File: src/rtl/core/bbsm_pkg.sv
// Package: shared types, constants and helpers of the button box mapper.
package bbsm_pkg;

  localparam logic [7:0] CTR = 8'd128;

  localparam logic [7:0] LVL_FULL  = 8'd140;
  localparam logic [7:0] LVL_MID   = 8'd94;
  localparam logic [7:0] LVL_LIGHT = 8'd49;

  typedef struct packed {
    logic [3:0] direction_keys;
    logic [3:0] c_keys;
    logic [3:0] modifier_keys;
    logic [1:0] trigger_keys;
    logic [5:0] face_keys;
  } bbsm_in_t;

  typedef struct packed {
    logic [7:0] stick_x;
    logic [7:0] stick_y;
    logic [7:0] cstick_x;
    logic [7:0] cstick_y;
    logic [7:0] analog_left;
    logic [7:0] analog_right;
    logic [3:0] dpad;
    logic [7:0] buttons_out;
  } bbsm_out_t;

  typedef struct packed {
    logic dn;
    logic up;
    logic rt;
    logic lf;
  } bbsm_dir_t;

  function automatic logic [7:0] co(input logic [6:0] n);
    co = CTR + {1'b0, n};
  endfunction

  function automatic logic [7:0] mirror(input logic [7:0] v);
    mirror = 8'(9'd256 - {1'b0, v});
  endfunction

endpackage

File: src/rtl/core/bbsm_in_if.sv
// Interface: input channel carrying one button box sample.
interface bbsm_in_if;
  logic       valid;
  logic       ready;
  logic [3:0] direction_keys;
  logic [3:0] c_keys;
  logic [3:0] modifier_keys;
  logic [1:0] trigger_keys;
  logic [5:0] face_keys;

  modport source (output valid, direction_keys, c_keys, modifier_keys, trigger_keys,
                  face_keys, input ready);
  modport sink (input valid, direction_keys, c_keys, modifier_keys, trigger_keys,
                face_keys, output ready);
endinterface

File: src/rtl/core/bbsm_out_if.sv
// Interface: result channel carrying one controller report.
interface bbsm_out_if;
  logic       valid;
  logic       ready;
  logic [7:0] stick_x;
  logic [7:0] stick_y;
  logic [7:0] cstick_x;
  logic [7:0] cstick_y;
  logic [7:0] analog_left;
  logic [7:0] analog_right;
  logic [3:0] dpad;
  logic [7:0] buttons_out;

  modport source (output valid, stick_x, stick_y, cstick_x, cstick_y, analog_left,
                  analog_right, dpad, buttons_out, input ready);
  modport sink (input valid, stick_x, stick_y, cstick_x, cstick_y, analog_left,
                analog_right, dpad, buttons_out, output ready);
endinterface

File: src/rtl/core/bbsm_cfg_if.sv
// Interface: configuration write channel for the reactivation mode register.
interface bbsm_cfg_if;
  logic valid;
  logic ready;
  logic reactivation_mode;

  modport source (output valid, reactivation_mode, input ready);
  modport sink (input valid, reactivation_mode, output ready);
endinterface

File: src/rtl/core/bbsm_socd.sv
// SOCD cleaner: press history, recency and lockout state, opposing direction resolve.
module bbsm_socd (
  input  logic              clk,
  input  logic              rst_n,
  input  logic              adv,
  input  logic              mode,
  input  logic [3:0]        keys,
  output bbsm_pkg::bbsm_dir_t clean
);
  import bbsm_pkg::*;

  logic [3:0] prev_pressed_r;
  logic       right_newest_r, up_newest_r;
  logic [3:0] locked_out_r;
  logic       right_newest_nxt, up_newest_nxt;
  logic [3:0] locked_out_nxt;
  logic       lf, rt, up, dn, plf, prt, pup, pdn;

  assign {dn, up, rt, lf}     = keys;
  assign {pdn, pup, prt, plf} = prev_pressed_r;

  always_comb begin
    right_newest_nxt = right_newest_r;
    if (rt && !prt) right_newest_nxt = 1'b1;
    if (lf && !plf) right_newest_nxt = 1'b0;
    up_newest_nxt = up_newest_r;
    if (up && !pup) up_newest_nxt = 1'b1;
    if (dn && !pdn) up_newest_nxt = 1'b0;

    locked_out_nxt = locked_out_r | {pdn && up && dn && !pup,
                                     pup && up && dn && !pdn,
                                     prt && lf && rt && !plf,
                                     plf && lf && rt && !prt};
    locked_out_nxt = locked_out_nxt & keys;

    clean = keys;
    if (mode) begin
      if (lf && rt) begin
        if (right_newest_nxt) clean.lf = 1'b0;
        else clean.rt = 1'b0;
      end
      if (up && dn) begin
        if (up_newest_nxt) clean.dn = 1'b0;
        else clean.up = 1'b0;
      end
    end else begin
      clean = keys & ~locked_out_nxt;
    end
  end

  always_ff @(posedge clk) begin
    if (!rst_n) begin
      prev_pressed_r <= '0;
      right_newest_r <= 1'b0;
      up_newest_r    <= 1'b0;
      locked_out_r   <= '0;
    end else if (adv) begin
      prev_pressed_r <= keys;
      right_newest_r <= right_newest_nxt;
      up_newest_r    <= up_newest_nxt;
      locked_out_r   <= locked_out_nxt;
    end
  end

endmodule

File: src/rtl/core/bbsm_map.sv
// Report mapper: stick and C-stick coordinates, trigger levels, D-pad and buttons.
module bbsm_map (
  input  bbsm_pkg::bbsm_dir_t dir,
  input  bbsm_pkg::bbsm_in_t  smp,
  output bbsm_pkg::bbsm_out_t rpt
);
  import bbsm_pkg::*;

  logic       cl, cr, cu, cd, mx, my, ms, ls, tl, tr;
  logic       vert, horiz, cvert, choriz;
  logic [7:0] sx, sy, cx, cy;

  assign {cd, cu, cr, cl} = smp.c_keys;
  assign {ls, ms, my, mx} = smp.modifier_keys;
  assign {tr, tl}         = smp.trigger_keys;

  assign vert   = dir.up || dir.dn;
  assign horiz  = dir.lf || dir.rt;
  assign cvert  = cu != cd;
  assign choriz = cl != cr;

  always_comb begin
    sx = co(7'd0);
    sy = co(7'd0);
    if (vert && horiz) begin
      if (tl || tr) begin
        if (mx == my) begin
          sx = co(7'd56); sy = co(7'd56);
        end else if (mx) begin
          sx = co(7'd51); sy = co(7'd30);
        end else begin
          sx = co(7'd68); sy = co(7'd40);
        end
      end else if (mx != my) begin
        if (mx) begin
          if (cd) begin
            sx = co(7'd61); sy = co(7'd49);
          end else if (cl) begin
            sx = co(7'd66); sy = co(7'd42);
          end else if (cu) begin
            sx = co(7'd71); sy = co(7'd35);
          end else if (cr) begin
            sx = co(7'd72); sy = co(7'd27);
          end else begin
            sx = co(7'd40); sy = co(7'd26);
          end
        end else begin
          if (cd) begin
            sx = co(7'd49); sy = co(7'd61);
          end else if (cl) begin
            sx = co(7'd42); sy = co(7'd66);
          end else if (cu) begin
            sx = co(7'd35); sy = co(7'd71);
          end else if (cr) begin
            sx = co(7'd27); sy = co(7'd75);
          end else begin
            sx = co(7'd38); sy = co(7'd49);
          end
        end
      end else begin
        sx = co(7'd56); sy = co(7'd56);
      end
    end else if (horiz) begin
      if (mx == my) sx = co(7'd80);
      else if (mx) sx = co(7'd53);
      else sx = co(7'd26);
    end else if (vert) begin
      if (mx == my) sy = co(7'd80);
      else if (mx) sy = co(7'd43);
      else sy = co(7'd51);
    end
    if (horiz && !dir.rt) sx = mirror(sx);
    if (vert && !dir.up) sy = mirror(sy);

    cx = co(7'd0);
    cy = co(7'd0);
    if (mx && my) begin
      cx = co(7'd0); cy = co(7'd0);
    end else if (cvert && choriz) begin
      cx = co(7'd56); cy = co(7'd56);
    end else if (choriz) begin
      if (mx) begin
        cx = co(7'd56); cy = co(7'd56);
      end else if (my) begin
        cx = co(7'd56); cy = mirror(co(7'd56));
      end else begin
        cx = co(7'd80);
      end
    end else if (cvert) begin
      cy = co(7'd80);
    end
    if (choriz && cl) cx = mirror(cx);
    if (cvert && cd) cy = mirror(cy);

    rpt.stick_x      = sx;
    rpt.stick_y      = sy;
    rpt.cstick_x     = cx;
    rpt.cstick_y     = cy;
    rpt.analog_left  = tl ? LVL_FULL : ms ? LVL_MID : ls ? LVL_LIGHT : 8'd0;
    rpt.analog_right = tr ? LVL_FULL : 8'd0;
    rpt.dpad         = (mx && my) ? {cr, cu, cl, cd} : 4'd0;
    rpt.buttons_out  = {smp.face_keys[5], tr, tl, smp.face_keys[4:0]};
  end

endmodule

File: src/rtl/core/button_box_to_stick_mapper_socd.sv
// Top level: button box to controller report mapper with SOCD cleaning.
// A sample waits in the input register, its report in the result register.
// Throughput: one item per cycle unless the output stalls; the two registers
// let a new sample enter while a finished report waits downstream.
// Reset (rst_n low, synchronous) empties both registers, clears the press,
// recency and lockout state and selects lockout mode.
module button_box_to_stick_mapper_socd (
  input logic        clk,
  input logic        rst_n,
  bbsm_in_if.sink    in_ch,
  bbsm_out_if.source out_ch,
  bbsm_cfg_if.sink   cfg_ch
);
  import bbsm_pkg::*;

  logic      mode_r;
  logic      s1_v_r, out_v_r;
  bbsm_in_t  s1_data_r, in_data;
  bbsm_out_t out_data_r, rpt;
  bbsm_dir_t clean;
  logic      adv;

  assign in_data = '{direction_keys: in_ch.direction_keys,
                     c_keys:         in_ch.c_keys,
                     modifier_keys:  in_ch.modifier_keys,
                     trigger_keys:   in_ch.trigger_keys,
                     face_keys:      in_ch.face_keys};

  assign adv         = s1_v_r && (!out_v_r || out_ch.ready);
  assign in_ch.ready = !s1_v_r || adv;
  assign cfg_ch.ready = 1'b1;

  bbsm_socd u_socd (
    .clk   (clk),
    .rst_n (rst_n),
    .adv   (adv),
    .mode  (mode_r),
    .keys  (s1_data_r.direction_keys),
    .clean (clean)
  );

  bbsm_map u_map (
    .dir (clean),
    .smp (s1_data_r),
    .rpt (rpt)
  );

  always_ff @(posedge clk) begin
    if (!rst_n) begin
      mode_r  <= 1'b0;
      s1_v_r  <= 1'b0;
      out_v_r <= 1'b0;
    end else begin
      if (cfg_ch.valid) mode_r <= cfg_ch.reactivation_mode;
      if (in_ch.ready) s1_v_r <= in_ch.valid;
      if (adv) out_v_r <= 1'b1;
      else if (out_ch.ready) out_v_r <= 1'b0;
    end
  end

  always_ff @(posedge clk) begin
    if (in_ch.valid && in_ch.ready) s1_data_r <= in_data;
    if (adv) out_data_r <= rpt;
  end

  assign out_ch.valid        = out_v_r;
  assign out_ch.stick_x      = out_data_r.stick_x;
  assign out_ch.stick_y      = out_data_r.stick_y;
  assign out_ch.cstick_x     = out_data_r.cstick_x;
  assign out_ch.cstick_y     = out_data_r.cstick_y;
  assign out_ch.analog_left  = out_data_r.analog_left;
  assign out_ch.analog_right = out_data_r.analog_right;
  assign out_ch.dpad         = out_data_r.dpad;
  assign out_ch.buttons_out  = out_data_r.buttons_out;

endmodule

File: src/flat_wrapper.sv
// flat-port wrapper written by rule: the top's interface ports become plain ports
module button_box_to_stick_mapper_socd_flat import bbsm_pkg::*;
  (clk, rst_n, in_ch_valid, in_ch_direction_keys, in_ch_c_keys, in_ch_modifier_keys, in_ch_trigger_keys, in_ch_face_keys, in_ch_ready, out_ch_valid, out_ch_stick_x, out_ch_stick_y, out_ch_cstick_x, out_ch_cstick_y, out_ch_analog_left, out_ch_analog_right, out_ch_dpad, out_ch_buttons_out, out_ch_ready, cfg_ch_valid, cfg_ch_reactivation_mode, cfg_ch_ready);
  bbsm_in_if in_ch_i ();
  bbsm_out_if out_ch_i ();
  bbsm_cfg_if cfg_ch_i ();
  input logic clk;
  input logic rst_n;
  input wire logic [$bits(in_ch_i.valid)-1:0] in_ch_valid;
  input wire logic [$bits(in_ch_i.direction_keys)-1:0] in_ch_direction_keys;
  input wire logic [$bits(in_ch_i.c_keys)-1:0] in_ch_c_keys;
  input wire logic [$bits(in_ch_i.modifier_keys)-1:0] in_ch_modifier_keys;
  input wire logic [$bits(in_ch_i.trigger_keys)-1:0] in_ch_trigger_keys;
  input wire logic [$bits(in_ch_i.face_keys)-1:0] in_ch_face_keys;
  output wire logic [$bits(in_ch_i.ready)-1:0] in_ch_ready;
  output wire logic [$bits(out_ch_i.valid)-1:0] out_ch_valid;
  output wire logic [$bits(out_ch_i.stick_x)-1:0] out_ch_stick_x;
  output wire logic [$bits(out_ch_i.stick_y)-1:0] out_ch_stick_y;
  output wire logic [$bits(out_ch_i.cstick_x)-1:0] out_ch_cstick_x;
  output wire logic [$bits(out_ch_i.cstick_y)-1:0] out_ch_cstick_y;
  output wire logic [$bits(out_ch_i.analog_left)-1:0] out_ch_analog_left;
  output wire logic [$bits(out_ch_i.analog_right)-1:0] out_ch_analog_right;
  output wire logic [$bits(out_ch_i.dpad)-1:0] out_ch_dpad;
  output wire logic [$bits(out_ch_i.buttons_out)-1:0] out_ch_buttons_out;
  input wire logic [$bits(out_ch_i.ready)-1:0] out_ch_ready;
  input wire logic [$bits(cfg_ch_i.valid)-1:0] cfg_ch_valid;
  input wire logic [$bits(cfg_ch_i.reactivation_mode)-1:0] cfg_ch_reactivation_mode;
  output wire logic [$bits(cfg_ch_i.ready)-1:0] cfg_ch_ready;
  assign in_ch_i.valid = in_ch_valid;
  assign in_ch_i.direction_keys = in_ch_direction_keys;
  assign in_ch_i.c_keys = in_ch_c_keys;
  assign in_ch_i.modifier_keys = in_ch_modifier_keys;
  assign in_ch_i.trigger_keys = in_ch_trigger_keys;
  assign in_ch_i.face_keys = in_ch_face_keys;
  assign in_ch_ready = in_ch_i.ready;
  assign out_ch_valid = out_ch_i.valid;
  assign out_ch_stick_x = out_ch_i.stick_x;
  assign out_ch_stick_y = out_ch_i.stick_y;
  assign out_ch_cstick_x = out_ch_i.cstick_x;
  assign out_ch_cstick_y = out_ch_i.cstick_y;
  assign out_ch_analog_left = out_ch_i.analog_left;
  assign out_ch_analog_right = out_ch_i.analog_right;
  assign out_ch_dpad = out_ch_i.dpad;
  assign out_ch_buttons_out = out_ch_i.buttons_out;
  assign out_ch_i.ready = out_ch_ready;
  assign cfg_ch_i.valid = cfg_ch_valid;
  assign cfg_ch_i.reactivation_mode = cfg_ch_reactivation_mode;
  assign cfg_ch_ready = cfg_ch_i.ready;
  button_box_to_stick_mapper_socd u_core (.clk(clk), .rst_n(rst_n), .in_ch(in_ch_i), .out_ch(out_ch_i), .cfg_ch(cfg_ch_i));
endmodule
File: config.mk
export PLATFORM = sky130hd
export DESIGN_NAME = button_box_to_stick_mapper_socd_flat
export DESIGN_NICKNAME = d
export VERILOG_FILES = /design/src/rtl/core/bbsm_pkg.sv /design/src/rtl/core/bbsm_in_if.sv /design/src/rtl/core/bbsm_out_if.sv /design/src/rtl/core/bbsm_cfg_if.sv /design/src/rtl/core/bbsm_socd.sv /design/src/rtl/core/bbsm_map.sv /design/src/rtl/core/button_box_to_stick_mapper_socd.sv /design/src/flat_wrapper.sv
export SDC_FILE = /design/constraint.sdc
export NUM_CORES = 1
export LEC_CHECK = 0
export BUFFER_PORTS_ARGS = -buffer_cell sky130_fd_sc_hd__buf_2
export CORE_ASPECT_RATIO = 1.75
export CORE_MARGIN = 2
export CORE_UTILIZATION = 45
export DETAILED_ROUTE_END_ITERATION = 10
export GPL_ROUTABILITY_DRIVEN = 1
export PLACE_DENSITY = 0.76
export SLEW_MARGIN = 20
export SYNTH_ARGS = -nofsm -noshare
export SYNTH_HDL_FRONTEND = slang
export SYNTH_SLANG_ARGS = --single-unit
File: constraint.sdc
create_clock -name clk -period 8.68 [get_ports clk]
set_clock_uncertainty 0.1 [all_clocks]
set_input_delay 0.434 -clock clk [delete_from_list [all_inputs] [get_ports clk]]
set_output_delay 0.434 -clock clk [all_outputs]
set_load 0.02 [all_outputs]
# Yosys cells after proc, flatten, opt, wreduce, memory -nomap -nowiden
# Cells that the tools add are included.
[totals] ff_bits=93 wordCells=141 out_inout_bits=63 mem_bits_rw=0 input_bits=26 latch_bits=0 romBits=0 mem_count=0
[op_classes] addsub=4 bitwise_logic=4 n_div=0 reduce_logical=42 n_lt_le_gt_ge=0 n_shift=0 eq_ne=4 n_mux=66 mul=0
[op_table] cell="$mux W7" count=22
[op_table] cell="$mux W8" count=18
[op_table] cell="$mux W6" count=11
[op_table] cell="$sub A1 B8 Y8 const A" count=4
[op_table] cell="$logic_and A1 B1 Y1" count=27
[op_table] cell="$mux W1" count=11
[op_table] cell="$and A4 B4 Y4" count=2
[op_table] cell="$logic_not A1 Y1" count=8
[op_table] cell="$logic_or A1 B1 Y1" count=5
[op_table] cell="$mux W5" count=1
[op_table] cell="$mux W2" count=2
[op_table] cell="$mux W4" count=1
[op_table] cell="$not A4 Y4" count=1
[op_table] cell="$or A4 B4 Y4" count=1
[op_table] cell="$ne A1 B1 Y1" count=3
[op_table] cell="$reduce_bool A2 Y1" count=1
[op_table] cell="$reduce_or A2 Y1" count=1
[op_table] cell="$eq A1 B1 Y1" count=1

# Longest topological paths before layout
# Gate-level depths: netlist of the first run.
[depth] depth_word=14 mapped_depth=12 mapped_depth_nobuf=9

# Cells and area by module
# Synthesis of the first run repeated with hierarchy kept, for this count alone.
[hier_totals] cells_unflattened=366 area_unflattened_um2=4435.5
[by_module_without_submodules] mod="button_box_to_stick_mapper_socd" seq_area_each_um2=2462.4 area_per_inst_um2=2553.7 cells_per_inst=94 instances=1
[by_module_without_submodules] mod="bbsm_map" seq_area_each_um2=0.0 area_per_inst_um2=1348.8 cells_per_inst=206 instances=1
[by_module_without_submodules] mod="bbsm_socd" seq_area_each_um2=200.2 area_per_inst_um2=533.0 cells_per_inst=66 instances=1

# Least setup slack after synthesis of the first run
# Ideal clock, no wire load.
[synth_timing] kind="register -> register" from="register u_core.s1_data_r[8] in the netlist's numbering" to="register u_core.out_data_r (netlist bit u_core.out_ch.stick_y[6]), data pin" required_ps=8319 setup_time_ps=261 setup_slack_ps=5493 n_path_buf=3 arrival_ps=2825 period_less_slack_ps=3187 stages_incl_launch_ff=12 path_cell_list="edfxtp_1 > buf_2 > clkinv_1 > ha_1 > buf_2 > or4b_1 > clkbuf_1 > a21o_1 > a311o_1 > ha_1 > a31oi_1 > mux2i_1"
[synth_lines] item="from (decl)" line_no="button_box_to_stick_mapper_socd.sv:18" rtl="bbsm_in_t s1_data_r, in_data;"
[synth_lines] item="from (signal assigned)" line_no="button_box_to_stick_mapper_socd.sv:62" rtl="if (in_ch.valid && in_ch.ready) s1_data_r <= in_data;"
[synth_lines] item="to (signal assigned)" line_no="button_box_to_stick_mapper_socd.sv:63" rtl="if (adv) out_data_r <= rpt;"
[synth_lines] item="to (decl)" line_no="button_box_to_stick_mapper_socd.sv:19" rtl="bbsm_out_t out_data_r, rpt;"

==> summary.txt, run 1 <==
Status
  – Status: finished clean

Power
  – Clk pwr share: 37.5%
  – P_leak: 1.80 nW
  – Switching Share: 27.3%
  – Logic pwr share: 15.3%
  – Sw Pwr: between 200 and 250 uW
  – PwrDens: roughly 200 mW/mm2
  – Internal power: 661 uW
  – Seq pwr share: 47.2%
  – Peak supply drop: between 0.1 and 0.15 mV

GRT
  – First-pass GRT wire length: 12700 um
  – Congestion Overflow GR: 0
  – Pin count of the biggest net entering global routing: 29
  – Vias in the first global route: ~2700
  – GRT Total Usage: 17.7%
  – Initial antenna violation count: 0

Floorplanning
  – I/O pin count: 89
  – Num rows: between 40 and 50
  – Die width: 74.8 um
  – Starting Density: between 40 and 50%
  – Die ar.: ~0.0096 mm2
  – Core footprint: about 0.0086 mm2
  – Die H: 128 um

Route
  – DRT Pass-1 Iters: 4
  – Final WL: 8010 um
  – Avg WL per Cell: 14.6 um
  – DR DRC count: 0
  – Via count of the routed design: 2867
  – Initial DRC count: 159
  – Via-per-instance ratio: roughly 5.2
  – DRT antenna net count: 0

Clock tree
  – Maximum clock path buffer count: 2
  – H-tree Lvls: 3
  – CTS tree: built
  – Post-CTS setup buffer count: 0
  – Clk_lat worst skew: 340 ps
  – Clk sinks: 75
  – CTS buffer count: 9
  – Post-cts resize count: 0
  – Post-CTS Hold Fix Bufs: 0
  – Clock Root Buffer: clkbuf_16
  – Worst-path clk slew: 60 ps

Yosys
  – Avg Cell Area, Syn: roughly 11 um2
  – Post-synthesis xor/xnor area fraction: 1.33%
  – Post-synth EDFFs: 62
  – Mux contribution to synthesized area: 2.38%
  – Simple-gate area share of the yosys netlist: 15.4%
  – Synthesized cell area: 0.00395 mm2
  – Yosys cell types: 69
  – Flops & latches, synth: 75
  – Sequential fraction of the synthesis area: 53.8%
  – Synth Area in Compound Gates: roughly 16%
  – Prevailing post-synth register cell: edfxtp_1
  – Largest family of logic cells by synthesized area: compound AO/OA/AOI/OAI gates
  – Ys async rst share: 0%
  – Mapped Cells: 360
  – Ys Warns: 0
  – Adder-Cell Fraction of Synth Area: 3.81%

Setup path
  – Depth of the worst register-to-register path: 8
  – Worst path arrival time: 3700 ps
  – Setup slack, reg-to-reg: 5050 ps
  – Critical Path Fanout Max: 15
  – Worst R2R Start: u_core.s1_data_r[8]
  – Worst Setup SP: u_core.s1_data_r[8]
  – Worst path required time: 8760 ps
  – Setup CP Type: flip-flop to flip-flop
  – Worst Setup End Kind: flip-flop
  – Critical Path Source Type: flip-flop
  – Reg-to-Reg End: u_core.out_ch.stick_y[6]

Hold path
  – Worst hold path cell count: 1
  – Min-Delay Path Class: input port to flip-flop
  – Hold Crit Endpoint: u_core.s1_data_r[4]
  – Hold Path Origin: in_ch_face_keys[4]

Placed design
  – Dpl hpwl: about 6000 um
  – Placement Setup Slack: 5100 ps
  – Routability cong.: roughly 0.94
  – Port bufs: 76

Run
  – MaxCap Viol Count: 0

Layout
  – Fin nets: between 400 and 500
  – N_diodes: 0
  – Share of layout cells above drive strength 1: between 20% and 30%
  – Most frequent cells in the layout: 76 x buf_2, 62 x edfxtp_1, 32 x nand2_1
  – Area Growth Syn to Fin: 15.9%
  – Final Util: 53.1%
  – Commonest non-fill, non-tap cell in the layout: buf_2

Timing
  – Max Clock Freq: 276 MHz
  – Tcrit/Tclk final: 41.8%
  – Slew margin rel.: between 40 and 50%
  – Unrepaired setup endpoints after global routing: no
  – Worst-margin pin slew: 866 ps
  – Final Hold Fails: 0
  – Sum of negative setup slack: 0 ps
  – Final critical-path required period: 3630 ps
  – Slew Limit Fails: 0
  – Final setup viols: 0
  – PnR worst setup slack: just over 5000 ps
[per-stage QoR]
| step | instance area, um2 | cells | hold WS [ps] | power (mW) |
|---|---|---|---|---|
| finish | 4570 | 548 | 169 | 0.908 |
| global route | 4570 | 548 | 162 | 0.945 |
| CTS | 4570 | 548 | 158 | 0.917 |
| detailed placement | 4300 | 532 | 305 | 0.575 |
| global placement | 4300 | 532 | 302 | 0.571 |
| floorplan | 3980 | 370 | 300 | 0.543 |
[sequential cells by signal (all words and copies together) (netlist names), 4 cells and up]
| register | cells |
|---|---|
| u_core.out_ch.analog_left | 5 |
| u_core.out_ch.buttons_out | 8 |
| u_core.out_ch.cstick_x | 5 |
| u_core.out_ch.cstick_y | 4 |
| u_core.out_ch.dpad | 4 |
| u_core.out_ch.stick_x | 8 |
| u_core.out_ch.stick_y | 8 |
| u_core.s1_data_r | 20 |
| u_core.u_socd.locked_out_r | 4 |
| u_core.u_socd.prev_pressed_r | 4 |
[final cells by class]
class | instances | area, um2
clock buffers | 9 | 225
clock inverters | 7 | 51.3
fillers | 790 | 4040
inverters | 19 | 71.3
multi-input cells | 243 | 1560
flip-flops and latches | 75 | 2120
well taps | 117 | 146
repair buffers | 78 | 395
[kinds of logic (layout without fill, tap and decap cells)]
logic type / Yosys count / after routing
AND/OR/NAND/NOR: 115 / 115
AO/OA/AOI/OAI: 89 / 89
multiplexers: 9 / 9
other: 2 / 12
XOR/XNOR: 6 / 6
flip-flops: 75 / 75
buffers and inverters: 52 / 113
adder cells (fa/ha/maj): 12 / 12
[synth_stat cells (6+ instances only)]
cell type	number	area share, %
mux2i_1	6	1.5
edfxtp_1	62	47
a21oi_1	17	2.2
buf_4	23	4.4
ha_1	12	3.8
nand3_1	6	0.76
inv_1	17	1.6
dfxtp_1	13	6.6
nand2_1	32	3.0
o21ai_0	22	2.8
nand2b_1	6	0.95
nor2b_1	8	1.3
nor3_1	7	0.89
o21a_1	6	1.1
nor2_1	28	2.7
[routing by layer]
metal	wire (um)	global-route usage, %	vias to the layer above	share of wire, %
li1	-	-	1412	-
met1	2820	18.1	1344	35
met2	4470	31.6	84	56
met3	327	2.91	27	4.1
met4	387	11.4	0	4.8
met5	0	0	-	0
[worst max path at each step]
| stage | cells after the start | endpoint |
|---|---|---|
| after floorplan | 11 | u_core.out_ch.stick_y[6] |
| after global placement | 8 | u_core.out_ch.stick_y[6] |
| after detailed placement | 8 | u_core.out_ch.stick_y[6] |
| after CTS | 8 | u_core.out_ch.stick_y[6] |
| after global routing | 8 | u_core.out_ch.stick_y[6] |
| final | 8 | u_core.out_ch.stick_y[6] |
[worst max-delay path: stages (launching register included)]
cell and delay [ps]:
edfxtp_1 600, clkinv_1 400, ha_1 590, or4b_1 580, a21o_1 210, a311o_1 370, ha_1 220, a31oi_1 170
mux2i_1 220
[power by group through the flow]
stage / registers [mW] / clock network [mW] / logic (mW)
after floorplan: 0.447 / 0 / 0.0960
after global placement: 0.435 / 0 / 0.135
after detailed placement: 0.437 / 0 / 0.139
after CTS: 0.429 / 0.349 / 0.139
after global routing: 0.431 / 0.361 / 0.153
final: 0.429 / 0.340 / 0.139
No activity file was read; power rests on OpenSTA's default activity.
==> run 2, diff against run 1 <==
Settings changed: ABC_AREA from default to 1, PLACE_DENSITY 0.76 to 0.79.
Clock period 8.68 ns to 3 ns, I/O delays scaled along.
==> summary.txt, run 2 <==
Status
  – Status: finished clean

Timing
  – Worst-margin pin slew: 756 ps
  – Slew margin rel.: 49.6%
  – Final Hold Fails: 0
  – Max Clock Freq: 375 MHz
  – Sum of negative setup slack: 0 ps
  – Slew Limit Fails: 0
  – Tcrit/Tclk final: 88.8%
  – Final setup viols: 0
  – PnR worst setup slack: 335 ps
  – Hold WS: 9.42 ps
  – Unrepaired setup endpoints after global routing: no
  – Final critical-path required period: between 2000 and 3000 ps

Layout
  – Final Util: 58.2%
  – Fin nets: 546
  – Most frequent cells in the layout: 95 x nand2_1, 76 x buf_2, 62 x edfxtp_1
  – Share of layout cells above drive strength 1: 24.2%
  – Storage element area: ~0.0021 mm2
  – Multi-input gate area: 0.00135 mm2
  – Finished Layout Cells: roughly 630
  – Max reg flops: 20
  – Area Growth Syn to Fin: 26.3%
  – Fill cell count: 713
  – N_diodes: 0
  – Commonest non-fill, non-tap cell in the layout: nand2_1
  – Largest Register: u_core.s1_data_r
  – Final Cell Area: 0.00484 mm2

Setup path
  – Worst Setup End Kind: flip-flop
  – Worst path required time: around 3000 ps
  – Setup CP Type: flip-flop to flip-flop
  – Crit path largest cell delay: 400 ps
  – Critical-path cell list: inv_1, ha_1, nand2_1, inv_1, nand2_1, o21ai_0, nand3_1, nand2_1, inv_1, ha_1, nand3_1, nor2_2, nand2_1, nand3_1, nand2_1, inv_1
  – Buf/Inv on CP: 4
  – Most frequent CP cell: nand2_1
  – Worst path arrival time: approximately 2700 ps
  – Cell family with most CP delay: simple AND/OR/NAND/NOR gates
  – CP max stage cell: edfxtp_1
  – Critical Path Fanout Max: 6
  – Critical Path Source Type: flip-flop

Floorplanning
  – Starting Density: 46.1%
  – Die H: 126 um
  – Core footprint: 0.00831 mm2
  – Die ar.: about 0.0093 mm2
  – I/O pin count: 89
  – Num rows: 44
  – Die width: 73.8 um

Clock tree
  – Clk sinks: 75
  – H-tree Lvls: 3
  – Worst-path clk slew: 60 ps
  – CTS tree: built
  – Clk_lat worst skew: around 340 ps
  – Clock Root Buffer: clkbuf_16
  – CTS buffer count: 9
  – Post-cts resize count: 0
  – Maximum clock path buffer count: 2

Yosys
  – Ys async rst share: 0%
  – Simple-gate area share of the yosys netlist: 20.5%
  – Yosys cell types: 33
  – Synth cell count leaders: 95 x nand2_1, 62 x edfxtp_1, 61 x inv_1, 27 x nand3_1, 21 x a21oi_1
  – Ranking of synthesized cells by area: edfxtp_1 49%, nand2_1 9.3%, dfxtp_1 6.8%, inv_1 6.0%, ha_1 3.9%
  – Count leader, synth: nand2_1
  – Adder-Cell Fraction of Synth Area: 3.92%
  – Flops & latches, synth: 75
  – Synth Area in Compound Gates: under 10%
  – Largest family of logic cells by synthesized area: simple AND/OR/NAND/NOR gates
  – Ys Warns: 0
  – Top-area cell type share of the netlist area: approximately half
  – Mapped Cells: 404
  – Mux contribution to synthesized area: 0%
  – Prevailing post-synth register cell: edfxtp_1
  – Synth area leader: edfxtp_1
  – Sequential fraction of the synthesis area: 55.3%
  – Post-synthesis xor/xnor area fraction: 2.06%
  – Synthesized cell area: between 0.003 and 0.004 mm2
  – Post-synth EDFFs: between 60 and 70
  – Avg Cell Area, Syn: 9.49 um2

Placed design
  – Placed insts: 589
  – Area after DPL: 0.00428 mm2
  – Dpl hpwl: 5470 um
  – Port bufs: 76
  – Routability cong.: ~0.92
  – Placement Setup Slack: 365 ps

GRT
  – GRT Total Usage: 16.9%
  – Congestion Overflow GR: 0
  – Initial antenna violation count: 0
  – Pin count of the biggest net entering global routing: 29
  – First-pass GRT wire length: roughly 12000 um
  – Vias in the first global route: about 3000

Route
  – Via count of the routed design: 3009
  – Avg WL per Cell: 11.8 um
  – Initial DRC count: 146
  – DRT antenna net count: 0
  – DR DRC count: 0
  – Final WL: 7420 um
  – DRT Pass-1 Iters: 5
  – Via-per-instance ratio: 4.79

Run
  – MaxCap Viol Count: 0

Hold path
  – Min-Delay Path Class: input port to flip-flop

Power
  – P_leak: 2.25 nW
  – PwrDens: between 500 and 600 mW/mm2
  – Peak supply drop: 0.415 mV
  – Total power: about 2.9 mW
[run 2: cell types whose count changed in the layout (fill, tap and decap cells not counted), moves of 7 or more]
cell	before	now
nand3_1	6	27
nor2_1	28	20
nand2_1	32	95
dlygate4sd3_1	0	23
nor3_1	7	0
inv_1	16	60
nor2b_1	8	0
[run 2: area by class of cell]
type / count / share of cell area [%]
Sequential cell: 75 / 43.8
Multi-Input combinational cell: 252 / 27.8
Timing Repair Buffer: 104 / 13.4
Clock buffer: 11 / 5.22
Inverter: 66 / 5.12
Tap cell: 115 / 2.97
Clock inverter: 5 / 1.71
[run 2: repair_timing]
action / in CTS / in global routing
hold endpoints to repair: 22 / 0
buffers inserted: 0 / 0
hold buffers: 23 / 0
[run 2: metal layers]
layer  vias to the layer above  part of all wire (%)  track usage (%)
met2                       101                    56             30.4
met5                         -                     0                0
met1                      1379                    36             16.4
met3                        23                   4.6             3.36
li1                       1506                     -                -
met4                         0                   3.4             11.7
[run 2: cell families after synthesis]
kind of cell    count (synthesis)
other cells                     2
simple gates                  166
buf+inv                        87
flops                          75
compound gates                 53
fa+ha+maj                      12
xor+xnor                        9
[run 2: worst paths after layout]
path                                           from                       endpoint  slack (ps)  depth (start not counted)
worst max-delay path            u_core.s1_data_r[9]       u_core.out_ch.stick_x[6]         340                         16
worst min-delay path                          rst_n  u_core.u_socd.locked_out_r[1]           9                          3
worst max register to register  u_core.s1_data_r[9]       u_core.out_ch.stick_x[6]         340                         16
worst min register to register  u_core.s1_data_r[0]   u_core.out_ch.buttons_out[0]         320                          0
[run 2: worst min-delay path: cells and delay by family]
family / cells / cell delay (ps)
buffers and inverters: 1 / 150
AND/OR/NAND/NOR: 1 / 70
AO/OA/AOI/OAI: 1 / 30
[run 2: power breakdown]
group | switching [mW] | leakage [nW] | total [mW] | internal (mW)
clock | 0.414 | 0.167 | 1.19 | 0.777
sequential | 0.0260 | 0.693 | 1.23 | 1.20
combinational | 0.278 | 1.39 | 0.430 | 0.152
